--- src/rtl/iirdf2_pkg.sv ---
// ---------------------------------------------------------------------------
// IIR direct form II filter: package
// Fixed widths, register map and request op codes.
// ---------------------------------------------------------------------------
package iirdf2_pkg;

	localparam int MAX_ORDER       = 3;
	localparam int SAMPLE_BITS_DEF = 16;
	localparam int COEF_FRAC_BITS  = 14;
	localparam int COEF_BITS       = 18;
	localparam int STATE_BITS      = 24;
	localparam int ORDER_BITS      = 2;

	// register file: order, b0..b3, a1..a3, 32-bit words
	localparam int NUM_REGS     = 8;
	localparam int DATA_BITS    = 32;
	localparam int ADDR_BITS    = $clog2(NUM_REGS * 4);
	localparam int REG_IDX_BITS = $clog2(NUM_REGS);

	typedef logic [REG_IDX_BITS-1:0] reg_idx_t;
	typedef logic signed [COEF_BITS-1:0] coef_t;
	typedef logic signed [STATE_BITS-1:0] state_t;

	localparam reg_idx_t REG_ORDER = reg_idx_t'(0);
	localparam reg_idx_t REG_NUM_0 = reg_idx_t'(1);
	localparam reg_idx_t REG_DEN_1 = reg_idx_t'(5);

	// request op codes
	localparam logic OP_FILTER = 1'b0;
	localparam logic OP_CLEAR  = 1'b1;

endpackage

--- src/rtl/iirdf2_if.sv ---
// ---------------------------------------------------------------------------
// IIR direct form II filter: channel interfaces
// Request channel (op, sample) and result channel (sample, clip flag).
// ---------------------------------------------------------------------------
interface iirdf2_req_if import iirdf2_pkg::*; #(
	parameter int SAMPLE_BITS = SAMPLE_BITS_DEF
);
	logic                          valid;
	logic                          ready;
	logic                          op;
	logic signed [SAMPLE_BITS-1:0] sample_in;

	modport source (output valid, output op, output sample_in, input ready);
	modport sink (input valid, input op, input sample_in, output ready);
endinterface

interface iirdf2_rsp_if import iirdf2_pkg::*; #(
	parameter int SAMPLE_BITS = SAMPLE_BITS_DEF
);
	logic                          valid;
	logic                          ready;
	logic signed [SAMPLE_BITS-1:0] sample_out;
	logic                          clipped;

	modport source (output valid, output sample_out, output clipped, input ready);
	modport sink (input valid, input sample_out, input clipped, output ready);
endinterface

--- src/rtl/iir_direct_form_two_filter.sv ---
// A filter request of order n>0 passes through the tap loop, drain, b0*v and final states;
//   order 0 goes straight to b0*v. A clear request gives no result and leaves the block idle.
// A new request is taken only when idle, and the single 18x24 multiplier serves all
//   2n+1 products of a request in turn.
// Reset (arst_n low, asynchronous): delay line zeroed, order 0, b0 = 1.0, other coefs 0.
// ---------------------------------------------------------------------------
// IIR direct form II filter
// One shared multiplier and two accumulators under a small sequencer. Per sample:
//   fb  = x*2^F - sum(a_i*w_i)   (feedback accumulator)
//   acc =         sum(b_i*w_i)   (feed-forward accumulator)
//   v   = sat24(round(fb)), delay line shifts in v
//   y   = sat(round(acc + b0*v))
// Products are registered and added in the cycle after they are issued, so the
// multiplier issues a new product every cycle of the tap loop.
// ---------------------------------------------------------------------------
module iir_direct_form_two_filter import iirdf2_pkg::*; #(
	parameter int SAMPLE_BITS = SAMPLE_BITS_DEF
) (
	input  logic                 clk,
	input  logic                 arst_n,
	// APB-style register port
	input  logic                 psel,
	input  logic                 penable,
	input  logic                 pwrite,
	input  logic [ADDR_BITS-1:0] paddr,
	input  logic [DATA_BITS-1:0] pwdata,
	output logic [DATA_BITS-1:0] prdata,
	output logic                 pready,
	// request and result channels
	iirdf2_req_if.sink           sample,
	iirdf2_rsp_if.source         result
);

	localparam int PROD_BITS = COEF_BITS + STATE_BITS;
	// room for x*2^F plus 2*MAX_ORDER+1 products
	localparam int ACC_BITS  = PROD_BITS + 3;
	localparam int PH_BITS   = $clog2(2 * MAX_ORDER);
	localparam int TAP_BITS  = PH_BITS - 1;
	localparam int X_PAD     = ACC_BITS - SAMPLE_BITS - COEF_FRAC_BITS;

	localparam logic signed [ACC_BITS-1:0] RND_HALF =
		ACC_BITS'(64'sd1 <<< (COEF_FRAC_BITS - 1));
	localparam logic signed [ACC_BITS-1:0] ST_HI =
		ACC_BITS'((64'sd1 <<< (STATE_BITS - 1)) - 64'sd1);
	localparam logic signed [ACC_BITS-1:0] ST_LO =
		ACC_BITS'(-(64'sd1 <<< (STATE_BITS - 1)));
	localparam logic signed [ACC_BITS-1:0] SM_HI =
		ACC_BITS'((64'sd1 <<< (SAMPLE_BITS - 1)) - 64'sd1);
	localparam logic signed [ACC_BITS-1:0] SM_LO =
		ACC_BITS'(-(64'sd1 <<< (SAMPLE_BITS - 1)));
	localparam coef_t B0_RESET = coef_t'(64'sd1 <<< COEF_FRAC_BITS);

	// sequencer states
	localparam logic [2:0] ST_IDLE  = 3'd0; // waiting for a request
	localparam logic [2:0] ST_MAC   = 3'd1; // tap products a1,b1,a2,b2,...
	localparam logic [2:0] ST_DRAIN = 3'd2; // last b product, form v, shift taps
	localparam logic [2:0] ST_VMUL  = 3'd3; // b0*v
	localparam logic [2:0] ST_VACC  = 3'd4; // add b0*v
	localparam logic [2:0] ST_FIN   = 3'd5; // round/saturate y, load result reg

	// configuration
	logic [ORDER_BITS-1:0] order_q;
	coef_t                 b0_q;
	coef_t                 num_q [MAX_ORDER]; // b1..bN
	coef_t                 den_q [MAX_ORDER]; // a1..aN
	logic                  cfg_wr;
	reg_idx_t              cfg_idx;
	logic [ORDER_BITS-1:0] ord_eff;

	// datapath
	state_t                         dl_q [MAX_ORDER];
	logic [2:0]                     state_q;
	logic [PH_BITS-1:0]             ph_q;
	logic [PH_BITS-1:0]             ph_last;
	logic [TAP_BITS-1:0]            tap;
	logic signed [ACC_BITS-1:0]     fb_q;
	logic signed [ACC_BITS-1:0]     acc_q;
	logic signed [PROD_BITS-1:0]    prod_q;
	logic signed [ACC_BITS-1:0]     prod_ext;
	state_t                         v_q;
	logic                           hit_q;
	coef_t                          mul_c;
	state_t                         mul_d;
	logic signed [ACC_BITS-1:0]     fb_rnd;
	logic signed [ACC_BITS-1:0]     acc_rnd;
	logic                           v_clip;
	state_t                         v_next;
	logic                           y_clip;
	logic signed [SAMPLE_BITS-1:0]  y_next;
	logic                           req_acc;
	logic                           res_load;

	// result register
	logic                           res_valid_q;
	logic signed [SAMPLE_BITS-1:0]  res_sample_q;
	logic                           res_clip_q;

	// ---------------- register port ----------------
	assign pready  = 1'b1;
	assign cfg_wr  = psel && penable && pwrite && pready;
	assign cfg_idx = paddr[ADDR_BITS-1:2];

	always_ff @(posedge clk or negedge arst_n) begin
		if (!arst_n) begin
			order_q <= '0;
			b0_q    <= B0_RESET;
			for (int k = 0; k < MAX_ORDER; k++) begin
				num_q[k] <= '0;
				den_q[k] <= '0;
			end
		end else if (cfg_wr) begin
			case (cfg_idx)
				REG_ORDER: order_q <= pwdata[ORDER_BITS-1:0];
				REG_NUM_0: b0_q    <= pwdata[COEF_BITS-1:0];
				default: begin
					for (int k = 0; k < MAX_ORDER; k++) begin
						if (cfg_idx == reg_idx_t'(int'(REG_NUM_0) + 1 + k))
							num_q[k] <= pwdata[COEF_BITS-1:0];
						if (cfg_idx == reg_idx_t'(int'(REG_DEN_1) + k))
							den_q[k] <= pwdata[COEF_BITS-1:0];
					end
				end
			endcase
		end
	end

	// read back, coefficients sign-extended
	always_comb begin
		prdata = '0;
		case (cfg_idx)
			REG_ORDER: prdata = DATA_BITS'(order_q);
			REG_NUM_0: prdata = DATA_BITS'(b0_q);
			default: begin
				for (int k = 0; k < MAX_ORDER; k++) begin
					if (cfg_idx == reg_idx_t'(int'(REG_NUM_0) + 1 + k))
						prdata = DATA_BITS'(num_q[k]);
					if (cfg_idx == reg_idx_t'(int'(REG_DEN_1) + k))
						prdata = DATA_BITS'(den_q[k]);
				end
			end
		endcase
	end

	// orders above the tap count run as the full filter
	assign ord_eff = (order_q > ORDER_BITS'(MAX_ORDER)) ? ORDER_BITS'(MAX_ORDER) : order_q;

	// ---------------- sequencer control ----------------
	assign sample.ready = (state_q == ST_IDLE);
	assign req_acc      = sample.valid && sample.ready;
	// last tap product index: 2*order - 1
	assign ph_last      = PH_BITS'({ord_eff, 1'b0}) - PH_BITS'(1);
	// result register free, or being emptied this cycle
	assign res_load     = (state_q == ST_FIN) && (!res_valid_q || result.ready);

	// even phase: a_i, odd phase: b_i, both on tap i
	assign tap = ph_q[PH_BITS-1:1];

	always_comb begin
		if (state_q == ST_MAC) begin
			mul_c = ph_q[0] ? num_q[tap] : den_q[tap];
			mul_d = dl_q[tap];
		end else begin
			mul_c = b0_q;
			mul_d = v_q;
		end
	end

	assign prod_ext = {{(ACC_BITS-PROD_BITS){prod_q[PROD_BITS-1]}}, prod_q};

	// round half up, then saturate
	assign fb_rnd  = (fb_q + RND_HALF) >>> COEF_FRAC_BITS;
	assign acc_rnd = (acc_q + RND_HALF) >>> COEF_FRAC_BITS;

	always_comb begin
		v_clip = (fb_rnd > ST_HI) || (fb_rnd < ST_LO);
		if (fb_rnd > ST_HI)
			v_next = ST_HI[STATE_BITS-1:0];
		else if (fb_rnd < ST_LO)
			v_next = ST_LO[STATE_BITS-1:0];
		else
			v_next = fb_rnd[STATE_BITS-1:0];

		y_clip = (acc_rnd > SM_HI) || (acc_rnd < SM_LO);
		if (acc_rnd > SM_HI)
			y_next = SM_HI[SAMPLE_BITS-1:0];
		else if (acc_rnd < SM_LO)
			y_next = SM_LO[SAMPLE_BITS-1:0];
		else
			y_next = acc_rnd[SAMPLE_BITS-1:0];
	end

	always_ff @(posedge clk or negedge arst_n) begin
		if (!arst_n) begin
			state_q <= ST_IDLE;
			ph_q    <= '0;
		end else begin
			case (state_q)
				ST_IDLE: begin
					ph_q <= '0;
					if (req_acc && sample.op == OP_FILTER)
						state_q <= (ord_eff == '0) ? ST_VMUL : ST_MAC;
				end
				ST_MAC: begin
					if (ph_q == ph_last)
						state_q <= ST_DRAIN;
					else
						ph_q <= ph_q + PH_BITS'(1);
				end
				ST_DRAIN: state_q <= ST_VMUL;
				ST_VMUL:  state_q <= ST_VACC;
				ST_VACC:  state_q <= ST_FIN;
				ST_FIN: begin
					if (res_load)
						state_q <= ST_IDLE;
				end
				default: state_q <= ST_IDLE;
			endcase
		end
	end

	// ---------------- datapath ----------------
	always_ff @(posedge clk) begin
		case (state_q)
			ST_IDLE: begin
				if (req_acc && sample.op == OP_FILTER) begin
					fb_q  <= {{X_PAD{sample.sample_in[SAMPLE_BITS-1]}}, sample.sample_in,
						COEF_FRAC_BITS'(0)};
					acc_q <= '0;
					hit_q <= 1'b0;
					// order 0 multiplies x straight by b0
					v_q   <= STATE_BITS'(sample.sample_in);
				end
			end
			ST_MAC: begin
				prod_q <= mul_c * mul_d;
				// add the product issued last cycle: a after even phase, b after odd
				if (ph_q != '0) begin
					if (ph_q[0])
						fb_q <= fb_q - prod_ext;
					else
						acc_q <= acc_q + prod_ext;
				end
			end
			ST_DRAIN: begin
				acc_q <= acc_q + prod_ext;
				v_q   <= v_next;
				hit_q <= v_clip;
			end
			ST_VMUL: prod_q <= mul_c * mul_d;
			ST_VACC: acc_q <= acc_q + prod_ext;
			default: ;
		endcase
	end

	// delay line: cleared by a clear request, shifted once v is known
	always_ff @(posedge clk or negedge arst_n) begin
		if (!arst_n) begin
			for (int i = 0; i < MAX_ORDER; i++)
				dl_q[i] <= '0;
		end else if (req_acc && sample.op == OP_CLEAR) begin
			for (int i = 0; i < MAX_ORDER; i++)
				dl_q[i] <= '0;
		end else if (state_q == ST_DRAIN) begin
			dl_q[0] <= v_next;
			// taps beyond the order keep their contents
			for (int i = 1; i < MAX_ORDER; i++) begin
				if (ORDER_BITS'(i) < ord_eff)
					dl_q[i] <= dl_q[i-1];
			end
		end
	end

	// ---------------- result register ----------------
	always_ff @(posedge clk or negedge arst_n) begin
		if (!arst_n)
			res_valid_q <= 1'b0;
		else if (res_load)
			res_valid_q <= 1'b1;
		else if (result.ready)
			res_valid_q <= 1'b0;
	end

	always_ff @(posedge clk) begin
		if (res_load) begin
			res_sample_q <= y_next;
			res_clip_q   <= hit_q || y_clip;
		end
	end

	assign result.valid      = res_valid_q;
	assign result.sample_out = res_sample_q;
	assign result.clipped    = res_clip_q;

endmodule

--- src/flat_wrapper.sv ---
// flat-port wrapper written by rule: the top's interface ports become plain ports
module iir_direct_form_two_filter_flat import iirdf2_pkg::*;
#(
	parameter int SAMPLE_BITS = SAMPLE_BITS_DEF
)
  (clk, arst_n, psel, penable, pwrite, paddr, pwdata, prdata, pready, sample_valid, sample_op, sample_sample_in, sample_ready, result_valid, result_sample_out, result_clipped, result_ready);
  iirdf2_req_if #(.SAMPLE_BITS(SAMPLE_BITS)) sample_i ();
  iirdf2_rsp_if #(.SAMPLE_BITS(SAMPLE_BITS)) result_i ();
  input  logic clk;
  input  logic arst_n;
  input  logic psel;
  input  logic penable;
  input  logic pwrite;
  input  logic [ADDR_BITS-1:0] paddr;
  input  logic [DATA_BITS-1:0] pwdata;
  output logic [DATA_BITS-1:0] prdata;
  output logic pready;
  input wire logic [$bits(sample_i.valid)-1:0] sample_valid;
  input wire logic [$bits(sample_i.op)-1:0] sample_op;
  input wire logic [$bits(sample_i.sample_in)-1:0] sample_sample_in;
  output wire logic [$bits(sample_i.ready)-1:0] sample_ready;
  output wire logic [$bits(result_i.valid)-1:0] result_valid;
  output wire logic [$bits(result_i.sample_out)-1:0] result_sample_out;
  output wire logic [$bits(result_i.clipped)-1:0] result_clipped;
  input wire logic [$bits(result_i.ready)-1:0] result_ready;
  assign sample_i.valid = sample_valid;
  assign sample_i.op = sample_op;
  assign sample_i.sample_in = sample_sample_in;
  assign sample_ready = sample_i.ready;
  assign result_valid = result_i.valid;
  assign result_sample_out = result_i.sample_out;
  assign result_clipped = result_i.clipped;
  assign result_i.ready = result_ready;
  iir_direct_form_two_filter #(.SAMPLE_BITS(SAMPLE_BITS)) u_core (.clk(clk), .arst_n(arst_n), .psel(psel), .penable(penable), .pwrite(pwrite), .paddr(paddr), .pwdata(pwdata), .prdata(prdata), .pready(pready), .sample(sample_i), .result(result_i));
endmodule
--- config.mk ---
export PLATFORM = sky130hd
export DESIGN_NAME = iir_direct_form_two_filter_flat
export DESIGN_NICKNAME = d
export VERILOG_FILES = /design/src/rtl/iirdf2_pkg.sv /design/src/rtl/iirdf2_if.sv /design/src/rtl/iir_direct_form_two_filter.sv /design/src/flat_wrapper.sv
export SDC_FILE = /design/constraint.sdc
export NUM_CORES = 2
export LEC_CHECK = 0
export BUFFER_PORTS_ARGS = -buffer_cell sky130_fd_sc_hd__buf_2
export CORE_ASPECT_RATIO = 0.75
export CORE_MARGIN = 2
export CORE_UTILIZATION = 50
export CTS_CLUSTER_DIAMETER = 50
export DETAILED_ROUTE_END_ITERATION = 10
export PLACE_DENSITY = 0.65
export RECOVER_POWER = 25
export SYNTH_ARGS = -nofsm -noshare
export SYNTH_HDL_FRONTEND = slang
export SYNTH_SLANG_ARGS = --single-unit
--- constraint.sdc ---
create_clock -name clk -period 11.51 [get_ports clk]
set_input_delay 2.8775 -clock clk [delete_from_list [all_inputs] [get_ports clk]]
set_output_delay 2.8775 -clock clk [all_outputs]
set_load 0.1 [all_outputs]
## Word level (Yosys, flattened, before mapping)

Cells that the tools add are included.

| word-level totals | value |
|---|---|
| register bits after elaboration | 381 |
| latch bits | 0 |
| RAM bits | 0 |
| ROM bits | 0 |
| bits of input ports | 61 |
| logic and storage cells | 147 |
| memories | 0 |

| cells by class | value |
|---|---|
| add/subtract/negate cells | 6 |
| $mul | 1 |
| divide/modulo/power cells | 0 |
| $lt $le $gt $ge | 8 |
| equal/unequal tests | 20 |
| shift operators | 0 |
| mux-type cells | 48 |
| bitwise gates (word level) | 3 |
| reductions and logical operators | 40 |

Operator list:

| cell | count |
|---|---|
| $mux 45 | 6 |
| $mux 24 | 8 |
| $mux 32 | 6 |
| $mux 72 | 2 |
| $pmux 45 s3 | 1 |
| $mux 18 | 6 |
| $add 45x15->45 const B | 2 |
| $pmux 45 s2 | 1 |
| $bmux 18 s2 | 2 |
| $pmux 32 s2 | 1 |
| $bmux 24 s2 | 1 |
| $pmux 24 s2 | 1 |
| $add 45x42->45 | 1 |
| $sub 45x42->45 | 1 |
| $mul 18x24->42 | 1 |
| $gt 31x16->1 const B | 1 |
| $gt 31x24->1 const B | 1 |
| $lt 31x16->1 const B | 1 |
| $lt 31x24->1 const B | 1 |
| $reduce_and 3->1 | 7 |
| $eq 3x3->1 const B | 6 |
| $pmux 3 s6 | 1 |
| $mux 16 | 1 |
| $eq 3x2->1 const B | 4 |
| other kinds (27) | 63 |

## Logic depth before layout (Yosys ltp)

| logic depth | value |
|---|---|
| depth after elaboration | 8 |
| mapped depth | 31 |
| depth with buffers taken out | 27 |

## Worst setup path before layout

Ideal clock, no wire load.

| timing | value |
|---|---|
| kind | in2out |
| start point | input port paddr[3] |
| end point | output port prdata[18] |
| arrival time | 7.375 ns |
| required time | 8.633 ns |
| path slack | 1.257 ns |
| stages on the path | 7 |
| buffers on the path | 2 |
| path through | buf_2 > nor3_1 > a22oi_1 > nand2_1 > a21oi_1 > o21ai_0 > buf_4 |

| between the ends | value |
|---|---|
| cells in the longest elaborated chain, start to end | 8 |
| elaborated cells on any way between the ends | 15 |
| those cells by class | 7 x eq/ne; 7 x mux; 1 x reduce/logical |

Ends and longest elaborated chain:

| what | RTL line | source |
|---|---|---|
| from (decl) | flat_wrapper.sv:14 | `input logic [ADDR_BITS-1:0] paddr;` |
| $eq 3x2->1 | iir_direct_form_two_filter.sv:135 | `if (cfg_idx == reg_idx_t'(int'(REG_NUM_0) + 1 + k))` |
| $mux 32 | iir_direct_form_two_filter.sv:135 |  |
| $mux 32 | iir_direct_form_two_filter.sv:137 | `if (cfg_idx == reg_idx_t'(int'(REG_DEN_1) + k))` |
| $mux 32 | iir_direct_form_two_filter.sv:135 |  |
| $mux 32 | iir_direct_form_two_filter.sv:137 |  |
| $mux 32 | iir_direct_form_two_filter.sv:135 |  |
| $mux 32 | iir_direct_form_two_filter.sv:137 |  |
| $pmux 32 s2 (*) | iir_direct_form_two_filter.sv:130 | `case (cfg_idx)` |
| to (decl) | flat_wrapper.sv:16 | `output logic [DATA_BITS-1:0] prdata;` |

Mark *: on every way between the ends. The rest lies on a longest branch, timed or not.

## Worst setup path in the final report

| timing | value |
|---|---|
| start point | register u_core.state_q[0] |
| end point | register u_core.prod_q[41], data pin |

| between the ends | value |
|---|---|
| cells in the longest elaborated chain, start to end | 3 |
| elaborated cells on any way between the ends | 4 |
| those cells by class | 1 x mul; 1 x eq/ne; 2 x mux |

Ends and longest elaborated chain:

| what | RTL line | source |
|---|---|---|
| from (decl) | iir_direct_form_two_filter.sv:72 | `logic [2:0] state_q;` |
| from (signal assigned) | iir_direct_form_two_filter.sv:201 | `state_q <= (ord_eff == '0) ? ST_VMUL : ST_MAC;` |
| $eq 3x1->1 (*) | iir_direct_form_two_filter.sv:159, iir_direct_form_two_filter.sv:223 |  |
| $mux 18 / $mux 24 (equally long branches) | iir_direct_form_two_filter.sv:159 | `if (state_q == ST_MAC) begin` |
| $mul 18x24->42 (*) | iir_direct_form_two_filter.sv:235, iir_direct_form_two_filter.sv:249 |  |
| to (signal assigned) | iir_direct_form_two_filter.sv:235 | `prod_q <= mul_c * mul_d;` |
| to (signal assigned) | iir_direct_form_two_filter.sv:249 | `ST_VMUL: prod_q <= mul_c * mul_d;` |
| to (decl) | iir_direct_form_two_filter.sv:78 | `logic signed [PROD_BITS-1:0] prod_q;` |

Marked as above.
A chain may end at the register's enable or synchronous reset.

==> results.ini <==
[logic_synthesis]
synth_edf_count=174
synth_nets=4929
synth_warnings=0
ys_seq_area_share_pct=26.6
ys_types=93
synthArstFlopShare_pct=54.3
syn_area_mm2=0.0391
synthCells=4242
ys_ff_latch=381
synth_top_flop_cell=dfrtp_1
syn_area_per_cell_um2=9.22

[detailed_routing]
wirelength_mm=113
drt_iter0_markers=3017
first_pass_iters=6
final_antenna_net_count=0
drc_errors=0
wl_per_cell_um=21.2
via_per_inst=5.88
vias=31400

[sta]
relSlewSlack_pct=-191
fmax_mhz=105
period_share_pct=82.5
tightest_slew_ns=4.37
holdWs_ns=0.523
post-route-min-period_ns=9.49
tns_ns=0
final-max-slew-violation-count=192
hold_violations=0
rsz0062_at_grt=no
fin_ws_ns=2.02
setup_viol=0
clock_skew_ns=0.0558

[worst_setup_path]
crit_arrival_ns=9.84
rr_startpoint=u_core.state_q[0]$_DFFE_PN0P_
worstPathRequired_ns=11.86
r2r_end=u_core.prod_q[41]$_DFFE_PP_
worstSetupEndpointType=register
worst-path-max-fanout=44
r2r_slack_ns=2.02
crit_type=register to register
crit_path_start_kind=register
reg2reg_depth=26

[clock_tree]
clock_sinks=381
clk_path_buf_depth=3
cts_buffers=50
cts_htree_levels=2
cts_setup_buffers=0
hold_buffers=0
clockRootBuffer=clkbuf_16
clk_pin_slew_ns=0.07
ctsResizeCount=0
cts_tree=yes
clk_latency_ns=0.63

[cells_and_area]
stdcell_count=5341
fill_cells=7051
multiInputGateArea_mm2=0.0257
nNetsFinal=4950
seq_area_mm2=0.0104
drive_gt1_share_pct=10.8
syn2layout_area_growth_pct=8.28

[placement]
post-place-cells=5246
dp_slack_ns=2.21
port_buffers=95
gp_congestion=0.934
dpl.hpwl_mm=85.3

[min_path]
hold_class=register to register
hold_path_end=u_core.dl_q[58]$_DFFE_PN0P_
whs_path_depth=1
hold_start=u_core.dl_q[58]$_DFFE_PN0P_

[grt]
antenna_found_initial=6
grt_pass1_wl_mm=180
grtUsageTotal_pct=28.8
grt_max_degree=81
gr-total-overflow=0
first_global_vias=31200

[job]
maxCapViolations=3

[floorplan]
die_h_um=246
die_w_um=327
io_pins=113
num_rows=88
dieArea_mm2=0.0805
initial_utilization_pct=50.7
coreArea_mm2=0.0772

[status]
violations=capacitance limit, slew limit
status=finished with violations

==> worst max path at each step <==
stage	start	end	slack (ns)	depth (start not counted)
final	u_core.state_q[0]$_DFFE_PN0P_	u_core.prod_q[41]$_DFFE_PP_	2.02	26
after global routing	u_core.state_q[0]$_DFFE_PN0P_	u_core.prod_q[41]$_DFFE_PP_	1.39	26
after CTS	u_core.state_q[0]$_DFFE_PN0P_	u_core.prod_q[41]$_DFFE_PP_	2.12	26
after detailed placement	u_core.state_q[0]$_DFFE_PN0P_	u_core.prod_q[41]$_DFFE_PP_	2.21	26
after global placement	u_core.state_q[0]$_DFFE_PN0P_	u_core.prod_q[41]$_DFFE_PP_	2.33	26
after floorplan	paddr[3]	prdata[18]	1.26	7
==> flip-flops by register name, summed over array words and instances (netlist names), 2 cells and up <==
register                  flops
u_core.acc_q                 45
u_core.result.sample_out     16
u_core.num_q                 54
u_core.v_q                   24
u_core.order_q                2
u_core.state_q                3
u_core.prod_q                42
u_core.fb_q                  45
u_core.b0_q                  18
u_core.ph_q                   3
u_core.den_q                 54
u_core.dl_q                  72
==> stage by stage <==
stage,area (µm²),utilization (%)
CTS,42400,55.0
detailed placement,40700,52.8
global route,42400,54.9
global placement,40700,52.8
finish,42400,54.9
floorplan,39100,-
==> logic make-up (layout without fill, tap and decap cells) <==
logic type	Yosys count	after routing	share of synthesized area [%]
and+or+nand+nor	1284	1284	14.8
DFF	381	381	26.6
adders and majority gates	626	626	28.2
muxes	194	194	5.97
AOI/OAI and AO/OA	821	821	13.3
buffers and inverters	789	852	7.88
other	1	2	0.00958
xor gates and xnor gates	146	146	3.27
==> per-layer routing <==
| metal | share of wire [%] | routed length [µm] | global-route usage, % |
|---|---|---|---|
| met1 | 44 | 50200 | 42.2 |
| met2 | 43 | 48600 | 43.0 |
| met3 | 10 | 11900 | 6.59 |
| met4 | 2.2 | 2540 | 7.18 |
| met5 | 0.011 | 12 | 0 |
==> critical path, stage by stage, from the launching register on <==
cell and delay [ns]:
dfrtp_1 0.52, nor2b_1 0.23, buf_4 0.53, nand2b_4 0.49, o21ai_1 1.10, buf_4 0.36, nand2_1 0.10, fa_1 0.51
inv_1 0.06, fa_1 0.48, fa_1 0.54, inv_1 0.05, fa_1 0.50, inv_1 0.05, fa_1 0.48, inv_1 0.06
fa_1 0.52, inv_1 0.04, ha_1 0.23, a22o_1 0.21, nor4_1 0.49, a2111oi_1 0.19, buf_4 0.20, o311ai_0 0.47
and3_1 0.28, o21ai_0 0.12, o311ai_1 0.37
==> cell usage in the layout, fill, tap and decap left out, types with 145 or more instances in the layout <==
| cell | synthesis | layout |
|---|---|---|
| a21oi_1 | 263 | 260 |
| dfrtp_1 | 206 | 204 |
| edfxtp_1 | 174 | 174 |
| fa_1 | 427 | 427 |
| ha_1 | 199 | 199 |
| inv_1 | 581 | 581 |
| mux2_2 | 145 | 145 |
| nand2_1 | 564 | 564 |
| nor2_1 | 340 | 333 |
| o21ai_0 | 153 | 148 |
==> synth_stat cells (44+ instances only) <==
cell | instances | area share (%)
xor2_1 | 58 | 1.3
nor2_1 | 340 | 3.3
edfxtp_1 | 174 | 13
fa_1 | 427 | 22
dfrtp_1 | 206 | 13
inv_1 | 581 | 5.6
a21oi_1 | 263 | 3.4
ha_1 | 199 | 6.4
xnor2_1 | 88 | 2.0
clkbuf_1 | 144 | 1.4
nand3_1 | 53 | 0.68
a21o_1 | 84 | 1.6
nor3_1 | 55 | 0.70
a22oi_1 | 47 | 0.90
nand4_1 | 44 | 0.70
o21ai_0 | 153 | 2.0
mux2_2 | 145 | 4.2
and2_1 | 49 | 0.78
nand2_1 | 564 | 5.4
==> layout make-up <==
type                            count  area share [%]
Multi-Input combinational cell   3072            60.7
Tap cell                         1035            3.06
Timing Repair Buffer              176            2.52
Sequential cell                   381            24.6
Clock inverter                     32           0.845
Inverter                          582            5.16
Clock buffer                       62            3.13
Antenna cell                        1         0.00591
Power is not shown: default switching activity piles up to over one toggle a cycle in this logic, so the estimate is an artifact.
